<file path="config.mk">
export PLATFORM = sky130hd
export DESIGN_NAME = conflict_of_interest_access_check
export DESIGN_NICKNAME = d
export VERILOG_FILES = /design/src/rtl/cwac_pkg.sv /design/src/rtl/cwac_cfg.sv /design/src/rtl/cwac_obj_mem.sv /design/src/rtl/cwac_hist_mem.sv /design/src/rtl/conflict_of_interest_access_check.sv
export SDC_FILE = /design/constraint.sdc
export NUM_CORES = 2
export LEC_CHECK = 0
export BUFFER_PORTS_ARGS = -buffer_cell sky130_fd_sc_hd__clkbuf_2
export CORE_ASPECT_RATIO = 1.4
export CORE_UTILIZATION = 45
export CTS_CLUSTER_DIAMETER = 120
export CTS_CLUSTER_SIZE = 12
export DETAILED_ROUTE_END_ITERATION = 7
export PLACE_DENSITY = 0.62
export SLEW_MARGIN = 20
export SYNTH_ARGS = -nofsm -noshare
export SYNTH_HDL_FRONTEND = slang
export SYNTH_SLANG_ARGS = --single-unit
</file>
<file path="constraint.sdc">
create_clock -name i_clk -period 10.62 [get_ports i_clk]
set_input_delay 2.655 -clock i_clk [delete_from_list [all_inputs] [get_ports i_clk]]
set_output_delay 2.655 -clock i_clk [all_outputs]
set_load 0.1 [all_outputs]
</file>
<file path="src/rtl/cwac_pkg.sv">
package cwac_pkg;

    localparam int NUM_SUBJECTS = 16;
    localparam int NUM_OBJECTS  = 256;
    localparam int NUM_FIRMS    = 16;
    localparam int NUM_CLASSES  = 8;
    localparam int REG_COUNT    = 8;

    localparam int SUBJ_AW = $clog2(NUM_SUBJECTS);
    localparam int OBJ_AW  = $clog2(NUM_OBJECTS);
    localparam int MASK_W  = 16;
    localparam int CFG_AW  = $clog2(REG_COUNT) + 2;
    localparam int REG_AW  = $clog2(REG_COUNT);

    typedef enum logic [2:0] {
        ACT_READ    = 3'd0,
        ACT_WRITE   = 3'd1,
        ACT_CLEAR   = 3'd2,
        ACT_DEF_SUBJ = 3'd3,
        ACT_DEF_OBJ = 3'd4
    } t_action;

    typedef enum logic [1:0] {
        STS_OK       = 2'd0,
        STS_UNKNOWN  = 2'd1,
        STS_CONFLICT = 2'd2
    } t_status;

    typedef enum logic {
        ST_IDLE,
        ST_EXEC
    } t_state;

    typedef struct packed {
        logic [2:0] action;
        logic [3:0] subj_idx;
        logic [7:0] obj_idx;
        logic [3:0] firm_id;
    } t_item;

    typedef struct packed {
        logic       granted;
        logic [1:0] status;
        logic [3:0] accessed_firm;
    } t_result;

    typedef logic [REG_COUNT-1:0][MASK_W-1:0] t_class_masks;

    typedef struct packed {
        logic               rd_en;
        logic [SUBJ_AW-1:0] rd_addr;
        logic               wr_en;
        logic [SUBJ_AW-1:0] wr_addr;
        logic [MASK_W-1:0]  wr_data;
        logic               clear;
    } t_hist_ctl;

    typedef struct packed {
        logic              rd_en;
        logic [OBJ_AW-1:0] rd_addr;
        logic              wr_en;
        logic [OBJ_AW-1:0] wr_addr;
        logic [3:0]        wr_owner;
    } t_obj_ctl;

    typedef struct packed {
        logic       known;
        logic [3:0] owner;
    } t_obj_rd;

endpackage

</file>
<file path="src/rtl/cwac_cfg.sv">
module cwac_cfg (
    input  logic                       i_clk,
    input  logic                       i_rst_n,
    input  logic                       psel,
    input  logic                       penable,
    input  logic                       pwrite,
    input  logic [cwac_pkg::CFG_AW-1:0] paddr,
    input  logic [31:0]                pwdata,
    output logic [31:0]                prdata,
    output logic                       pready,
    output cwac_pkg::t_class_masks     o_masks
);
    import cwac_pkg::*;

    t_class_masks        r_masks;
    logic [REG_AW-1:0]   idx;

    assign idx    = paddr[CFG_AW-1:2];
    assign pready = 1'b1;
    assign prdata = {{(32-MASK_W){1'b0}}, r_masks[idx]};
    assign o_masks = r_masks;

    always_ff @(posedge i_clk) begin
        if (!i_rst_n) begin
            r_masks <= '0;
        end else if (psel && penable && pwrite) begin
            r_masks[idx] <= pwdata[MASK_W-1:0];
        end
    end

endmodule

</file>
<file path="src/rtl/cwac_obj_mem.sv">
module cwac_obj_mem (
    input  logic                i_clk,
    input  logic                i_rst_n,
    input  cwac_pkg::t_obj_ctl  i_ctl,
    output cwac_pkg::t_obj_rd   o_rd
);
    import cwac_pkg::*;

    logic [3:0]             r_owner [NUM_OBJECTS];
    logic [NUM_OBJECTS-1:0] r_known;
    t_obj_rd                r_rd;

    assign o_rd = r_rd;

    always_ff @(posedge i_clk) begin
        if (i_ctl.wr_en) begin
            r_owner[i_ctl.wr_addr] <= i_ctl.wr_owner;
        end
        if (i_ctl.rd_en) begin
            r_rd.owner <= r_owner[i_ctl.rd_addr];
            r_rd.known <= r_known[i_ctl.rd_addr];
        end
    end

    always_ff @(posedge i_clk) begin
        if (!i_rst_n) begin
            r_known <= '0;
        end else if (i_ctl.wr_en) begin
            r_known[i_ctl.wr_addr] <= 1'b1;
        end
    end

endmodule

</file>
<file path="src/rtl/cwac_hist_mem.sv">
module cwac_hist_mem (
    input  logic                        i_clk,
    input  logic                        i_rst_n,
    input  cwac_pkg::t_hist_ctl         i_ctl,
    output logic [cwac_pkg::MASK_W-1:0] o_seen
);
    import cwac_pkg::*;

    logic [MASK_W-1:0]       r_mem [NUM_SUBJECTS];
    logic [NUM_SUBJECTS-1:0] r_valid;
    logic [MASK_W-1:0]       r_data;
    logic                    r_data_valid;

    // entry not valid reads as an empty history
    assign o_seen = r_data_valid ? r_data : '0;

    always_ff @(posedge i_clk) begin
        if (i_ctl.wr_en) begin
            r_mem[i_ctl.wr_addr] <= i_ctl.wr_data;
        end
        if (i_ctl.rd_en) begin
            r_data <= r_mem[i_ctl.rd_addr];
        end
    end

    always_ff @(posedge i_clk) begin
        if (!i_rst_n) begin
            r_valid      <= '0;
            r_data_valid <= 1'b0;
        end else begin
            if (i_ctl.clear) begin
                r_valid <= '0;
            end else if (i_ctl.wr_en) begin
                r_valid[i_ctl.wr_addr] <= 1'b1;
            end
            if (i_ctl.rd_en) begin
                r_data_valid <= r_valid[i_ctl.rd_addr];
            end
        end
    end

endmodule

</file>
<file path="src/rtl/conflict_of_interest_access_check.sv">
// Chinese Wall access checker.
// Input word: i_item (action, subject, object, firm) is taken at a rising edge
// with start high and busy low. busy is then high while in ST_EXEC, in which the
// object table and subject history are read and updated.
// Result word: o_result is marked by o_done, which is high for exactly one cycle
// and rises at the same edge at which busy falls; the receiver cannot stall it.
// A word passes the ST_EXEC state and then the r_done register before o_done.
// No new word is taken while busy, which covers the read-modify-write of the
// history memory (read at accept, then check and write back in ST_EXEC).
// Configuration: APB port, class masks 0..7 at byte addresses 4*i, 16 bits
// each; the user must write them only while idle, the block does not enforce it. pready is always high.
// Reset (i_rst_n low, synchronous): class masks, subject and object valid bits
// and all histories clear at once; no clearing pass is needed and the block
// takes a word in the first cycle after reset.
module conflict_of_interest_access_check (
    input  logic                        i_clk,
    input  logic                        i_rst_n,
    input  logic                        start,
    output logic                        busy,
    input  cwac_pkg::t_item             i_item,
    output logic                        o_done,
    output cwac_pkg::t_result           o_result,
    input  logic                        psel,
    input  logic                        penable,
    input  logic                        pwrite,
    input  logic [cwac_pkg::CFG_AW-1:0] paddr,
    input  logic [31:0]                 pwdata,
    output logic [31:0]                 prdata,
    output logic                        pready
);
    import cwac_pkg::*;

    t_state                  r_state, n_state;
    t_item                   r_item;
    t_result                 r_result, n_result;
    logic                    r_done, n_done;
    logic [NUM_SUBJECTS-1:0] r_subj_known;
    t_class_masks            masks;
    t_hist_ctl               hist_ctl;
    t_obj_ctl                obj_ctl;
    t_obj_rd                 obj_rd;
    logic [MASK_W-1:0]       seen;
    logic [MASK_W-1:0]       firm_bit;
    logic                    accept;
    logic                    subj_ok;
    logic                    obj_ok;
    logic                    firm_ok;
    logic                    conflict;
    logic                    subj_def;

    cwac_cfg u_cfg (
        .i_clk   (i_clk),
        .i_rst_n (i_rst_n),
        .psel    (psel),
        .penable (penable),
        .pwrite  (pwrite),
        .paddr   (paddr),
        .pwdata  (pwdata),
        .prdata  (prdata),
        .pready  (pready),
        .o_masks (masks)
    );

    cwac_obj_mem u_obj (
        .i_clk   (i_clk),
        .i_rst_n (i_rst_n),
        .i_ctl   (obj_ctl),
        .o_rd    (obj_rd)
    );

    cwac_hist_mem u_hist (
        .i_clk   (i_clk),
        .i_rst_n (i_rst_n),
        .i_ctl   (hist_ctl),
        .o_seen  (seen)
    );

    assign busy     = (r_state == ST_EXEC);
    assign accept   = start && !busy;
    assign o_done   = r_done;
    assign o_result = r_result;

    assign subj_ok  = (32'(r_item.subj_idx) < NUM_SUBJECTS);
    assign obj_ok   = (32'(r_item.obj_idx) < NUM_OBJECTS);
    assign firm_ok  = (32'(r_item.firm_id) < NUM_FIRMS);
    assign firm_bit = MASK_W'(1) << obj_rd.owner;

    always_comb begin
        conflict = 1'b0;
        for (int c = 0; c < NUM_CLASSES; c++) begin
            if ((masks[c] & firm_bit) != '0 && (masks[c] & seen & ~firm_bit) != '0) begin
                conflict = 1'b1;
            end
        end
    end

    always_ff @(posedge i_clk) begin
        if (!i_rst_n) begin
            r_state      <= ST_IDLE;
            r_done       <= 1'b0;
            r_subj_known <= '0;
        end else begin
            r_state <= n_state;
            r_done  <= n_done;
            if (subj_def) begin
                r_subj_known[r_item.subj_idx[SUBJ_AW-1:0]] <= 1'b1;
            end
        end
    end

    always_ff @(posedge i_clk) begin
        if (accept) begin
            r_item <= i_item;
        end
        r_result <= n_result;
    end

    always_comb begin
        n_state  = r_state;
        n_done   = 1'b0;
        n_result = r_result;
        subj_def = 1'b0;

        obj_ctl.rd_en    = accept;
        obj_ctl.rd_addr  = i_item.obj_idx[OBJ_AW-1:0];
        obj_ctl.wr_en    = 1'b0;
        obj_ctl.wr_addr  = r_item.obj_idx[OBJ_AW-1:0];
        obj_ctl.wr_owner = r_item.firm_id;

        hist_ctl.rd_en   = accept;
        hist_ctl.rd_addr = i_item.subj_idx[SUBJ_AW-1:0];
        hist_ctl.wr_en   = 1'b0;
        hist_ctl.wr_addr = r_item.subj_idx[SUBJ_AW-1:0];
        hist_ctl.wr_data = seen | firm_bit;
        hist_ctl.clear   = 1'b0;

        case (r_state)
            ST_IDLE: begin
                if (accept) begin
                    n_state = ST_EXEC;
                end
            end
            ST_EXEC: begin
                n_state  = ST_IDLE;
                n_done   = 1'b1;
                n_result = '{granted: 1'b0, status: STS_OK, accessed_firm: 4'd0};
                case (r_item.action)
                    ACT_READ, ACT_WRITE: begin
                        if (!subj_ok || !obj_ok || !obj_rd.known
                            || !r_subj_known[r_item.subj_idx[SUBJ_AW-1:0]]) begin
                            n_result.status = STS_UNKNOWN;
                        end else if (conflict) begin
                            n_result.status = STS_CONFLICT;
                        end else begin
                            n_result.granted       = 1'b1;
                            n_result.accessed_firm = obj_rd.owner;
                            hist_ctl.wr_en         = 1'b1;
                        end
                    end
                    ACT_CLEAR: begin
                        n_result.granted = 1'b1;
                        hist_ctl.clear   = 1'b1;
                    end
                    ACT_DEF_SUBJ: begin
                        if (!subj_ok) begin
                            n_result.status = STS_UNKNOWN;
                        end else begin
                            n_result.granted = 1'b1;
                            subj_def         = 1'b1;
                        end
                    end
                    ACT_DEF_OBJ: begin
                        if (!obj_ok || !firm_ok) begin
                            n_result.status = STS_UNKNOWN;
                        end else begin
                            n_result.granted = 1'b1;
                            obj_ctl.wr_en    = 1'b1;
                        end
                    end
                    default: begin
                    end
                endcase
            end
            default: begin
                n_state = ST_IDLE;
            end
        endcase
    end

endmodule

</file>
# Yosys cells after proc, flatten, opt, wreduce, memory -nomap -nowiden
# Memories as Yosys holds them, arrays and structs flattened. A register that Yosys moved wholly into a read port is not among the register bits.
# Cells that the tools add are included.
[totals]
romBits = 0
output_inout_bits = 42
ff_bits = 446
latchBits = 0
wordCells = 154
ramBits = 1280
mem_count = 2
[op_classes]
multipliers = 0
eq_ne = 4
div_mod_pow = 0
n_mux = 44
bitwise_logic = 32
n_lt_le_gt_ge = 8
n_addsub = 0
shift = 1
reduce_logical = 40
[memory_table]
columns = ["memory", "depth", "width", "rd", "rd_clocked_by_memory_dff", "write_ports", "line_no", "text"]
rows = [
  ["u_obj.r_owner", 256, 4, 1, 1, 1, "cwac_obj_mem.sv:9", "logic [3:0] r_owner [NUM_OBJECTS];"],
  ["u_hist.r_mem", 16, 16, 1, 1, 1, "cwac_hist_mem.sv:9", "logic [MASK_W-1:0] r_mem [NUM_SUBJECTS];"],
]
[op_table]
columns = ["cell", "count"]
rows = [
  ["$and 16x16->16", 24],
  ["$or 256x256->256", 1],
  ["$reduce_bool 16->1", 16],
  ["$bwmux 128", 1],
  ["$bmux 16 s3", 1],
  ["$demux 16 s3", 1],
  ["$mux 16", 3],
  ["$or 16x16->16", 3],
  ["$mux 1", 30],
  ["$lt 8x9->1 const B", 2],
  ["$not 16->16", 1],
  ["$shl 1x4->16 const A", 1],
  ["$logic_and 1x1->1", 14],
  ["$lt 4x5->1 const B", 2],
  ["$bmux 1 s4", 2],
  ["$bmux 1 s8", 1],
  ["$demux 1 s8", 1],
  ["$ge 8x1->1 const B", 1],
  ["$eq 3x2->1 const B", 2],
  ["$reduce_or 2->1", 3],
  ["$reduce_or 3->1", 2],
  ["$demux 1 s4", 1],
  ["$ge 4x1->1 const B", 1],
  ["$lt 3x4->1 const B", 1],
  ["9 further kinds", 14],
]

# Logic depth before layout (Yosys ltp)
[depth]
word_depth = 19
ltp_mapped = 12

# Hierarchy
# A second synthesis with hierarchy kept.
[hier_totals]
hier_cells = 4259
area_unflattened_um2 = 70825.4
[modules_own_cells]
columns = ["mod", "n_inst", "cells_each", "area_each_um2"]
rows = [
  ["cwac_obj_mem", 1, 2811, 49927.9],
  ["cwac_hist_mem", 1, 465, 10970.5],
  ["cwac_cfg", 1, 522, 5771.8],
  ["conflict_of_interest_access_check", 1, 461, 4155.2],
]

# Worst setup path before layout
# Ideal clock, no wire load.
[synth_timing]
path_type = "in2out"
startpoint = "input paddr[3] (netlist name)"
endpoint = "output prdata[8]"
path_slack_ps = 3272
path_stages = 5
t_arrival_ps = 4693
n_path_buf = 2
path_cell_list = "clkbuf_1 > nor3b_1 > clkbuf_1 > a22oi_1 > nand4_1"
[synth_via]
elab_chain_len = 2
[synth_rtl]
columns = ["item", "line_no", "text"]
rows = [
  ["start, declared", "conflict_of_interest_access_check.sv:26", "input logic [cwac_pkg::CFG_AW-1:0] paddr,"],
  ["$bmux 16 s3", "cwac_cfg.sv:20", "assign prdata = {{(32-MASK_W){1'b0}}, r_masks[idx]};"],
  ["$mux 16 (not written as such)", "cwac_cfg.sv:20", ""],
  ["end, declared", "conflict_of_interest_access_check.sv:28", "output logic [31:0] prdata,"],
]
# Every way passes these cells. The select of a mux whose other input is x is not followed.

# Final worst setup path
[layout_timing]
startpoint = "input paddr[2] (netlist name)"
endpoint = "output prdata[14]"
# The elaborated chain is that of the path after synthesis.

==> flow_summary.toml <==
[job]
drv_cap = 0

[timing]
min_period_ns = 7.54
worst_clock_skew_ns = 0.0349
rsz0062_at_grt = "no"
worst_slew_margin_rel_pct = 13.4
tns_ns = 0
fmax_ghz = 0.133
tightest_slew_ns = 1.27
hold_viol = 0
slew_violations = 0
timing.final.ws_setup_ns = 3.08
fin_crit_sh_pct = 71.0
setup_viol = 0

[route]
via_count = 40400
drc = 0
via_per_inst = 5.91
firstDrtPassIters = 6
drt_wl_total_mm = 183
initialDrtViolationCount = 3663
drtAntennaViolNets = 0
wire_per_inst_um = 26.7

[synthesis]
synth.avg_cell_area_um2 = 15.1
ys_types = 60
synthArstFlopShare_pct = 0
syn_area_um2 = 70100
synthFlopType = "edfxtp_1"
yosysWarnings = 0
synth_seq_area_share_pct = 68.8
synth-edff-count = 1327
ys_seq_elements = 1746
synthCells = 4631

[hold_path]
min_path_cells = 2
hold_class = "reg2reg"

[finish]
utilization_pct = 49.9
fin_nets = 4687
fillCellCount = 13100
areaGrowthSynthToFinish_pct = 10.3
final_common_cell = "edfxtp_1"
final-seq-area_um2 = 48200
multi_input_area_um2 = 20600
drive_gt1_share_pct = 17.2
final_cell_mix = "edfxtp_1 (1327), nor2_1 (832), dfxtp_1 (419)"

[power_and_ir_drop]
p_comb_share_pct = 5.1
p_sw_mw = 2.97
internal_power_mw = 10.5
p_leak_nw = 24.6
powerDensity_nw_per_um2 = 174
peakVddDrop_mv = 0.157
p_seq_share_pct = 54.7
clock_power_share_pct = 40.3
switching_share_pct = 22.0

[global_routing]
antenna_found_initial = 2
grt_pass1_vias = 40700
grt_overflow_total = 0
grt_max_degree = 256
grt_usage_pct = 23.3
grt_pass1_wl_mm = 269

[die]
fp.dieW_um = 336
ioPinCount = 104
rows = 171
initial_utilization_pct = 45.3
dieArea_um2 = 157000
core_area_um2 = 155000
fp.dieH_um = 469

[placed_design]
place.gp.congestion = 0.987
dp_hpwl_mm = 113
io_buffers = 68
pre_cts_slack_ns = 3.19

[clocking]
clk_pin_slew_worst_paths_ns = 0.06
cts_buffers = 163
postCtsSetupBuffers = 0
cts_tree = "yes"
ctsHoldBuffers = 0
cts-root-buf = "clkbuf_16"
cts_sinks = 1746
clk_latency_ns = 0.81
post_cts_resized = 0
cts.path.max_buffers = 3
htree_levels = 4

[setup_path]
worstPathRequired_ns = 7.97
start_kind = "input pin"
path_class = "in2out"
end_kind = "output pin"
reg2regPathDepth = 10
worstPathMaxFanout = 18
critPathArrivalTime_ns = 4.88

[run_status]
outcome = "finished, final reports clean"
area by class of cell:
class | count | share of cell area [%]
multi-input cells | 2554 | 26.6
inverters | 8 | 0.0485
flip-flops and latches | 1746 | 62.4
diodes | 1 | 0.00324
repair buffers | 152 | 1.46
clock buffers | 286 | 5.99
well taps | 2076 | 3.36
clock inverters | 8 | 0.192
power by group through the flow:
stage,clock network (mW),registers (mW),logic [mW]
4_1_cts,5.53,7.38,0.684
3_3_place_gp,0,7.52,0.674
5_1_grt,5.77,7.37,0.721
3_5_place_dp,0,7.52,0.683
6_report,5.43,7.38,0.682
2_1_floorplan,0,7.57,0.427
Yosys cell counts, drive strengths merged (2+ instances only):
library cell | count | share of area [%]
a2111oi | 24 | 0.30
a211oi | 15 | 0.16
a21boi | 5 | 0.054
a21o | 3 | 0.032
a21oi | 167 | 1.2
a221o | 11 | 0.16
a221oi | 25 | 0.31
a22o | 35 | 0.44
a22oi | 101 | 1.1
a31oi | 20 | 0.18
and2 | 36 | 0.32
and3 | 64 | 0.58
and3b | 2 | 0.025
buf | 130 | 1.1
clkbuf | 208 | 1.1
conb | 2 | 0.011
dfxtp | 419 | 12
edfxtp | 1327 | 57
inv | 7 | 0.037
mux2 | 28 | 0.45
mux2i | 72 | 1.0
mux4 | 409 | 13
nand2 | 355 | 1.9
nand2b | 10 | 0.089
nand3 | 60 | 0.43
nand3b | 3 | 0.032
nand4 | 43 | 0.38
nand4b | 4 | 0.050
nand4bb | 3 | 0.048
nor2 | 834 | 4.5
nor2b | 22 | 0.20
nor3 | 39 | 0.43
nor3b | 26 | 0.28
nor4 | 5 | 0.045
nor4b | 4 | 0.14
o21ai | 37 | 0.26
o221ai | 15 | 0.19
o22ai | 40 | 0.36
o31a | 4 | 0.050
or2 | 5 | 0.045
or3 | 3 | 0.027
or3b | 2 | 0.025
through the flow:
stage | hold WS [ns] | area [um2] | power [mW] | std cells
floorplan | 0.420 | 70200 | 7.99 | 4646
global placement | 0.429 | 72400 | 8.20 | 6529
detailed placement | 0.442 | 72400 | 8.21 | 6531
CTS | 0.457 | 77200 | 13.6 | 6825
global route | 0.480 | 77300 | 13.9 | 6831
finish | 0.454 | 77300 | 13.5 | 6831
critical path: stages:
cell      delay (ns)
clkbuf_2        0.23
nor3b_4         0.98
a22oi_1         0.22
nand4_1         0.26
clkbuf_2        0.51
kinds of logic after synthesis:
family | after synthesis | share of synthesized area [%]
and+or+nand+nor | 1524 | 9.56
muxes | 509 | 14.6
other | 2 | 0.0107
DFF | 1746 | 68.8
buffers and inverters | 346 | 2.24
AOI/OAI and AO/OA | 504 | 4.79
flip-flops by register name (all words and copies together) (netlist names):
signal and flops:
r_subj_known 16, u_obj.r_owner 1024, u_obj.o_rd 5, u_hist.r_data 16, u_hist.r_valid 16, u_hist.r_data_valid 1, u_cfg.o_masks 128, o_done 1
busy 1, r_item 3, obj_ctl 12, o_result 7, hist_ctl 4, u_obj.r_known 256, u_hist.r_mem 256
path summary, 6_finish.rpt:
kind                                         from                  end  slack (ns)
worst min register to register  u_hist.r_valid[3]    u_hist.r_valid[3]        0.45
worst min-delay path            u_hist.r_valid[3]    u_hist.r_valid[3]        0.45
worst max register to register      u_obj.o_rd[2]  u_hist.r_mem[0][14]        4.95
worst max-delay path                     paddr[2]           prdata[14]        3.08
metal layers:
| layer | part of all wire [%] | GRT usage, % | vias up |
|---|---|---|---|
| li1 | - | - | 17700 |
| met1 | 38 | 28.7 | 20700 |
| met2 | 52 | 40.6 | 1576 |
| met3 | 5.7 | 3.05 | 433 |
| met4 | 4.7 | 11.0 | 0 |
| met5 | 0 | 0 | - |
No activity file was read; power rests on OpenSTA's default activity.
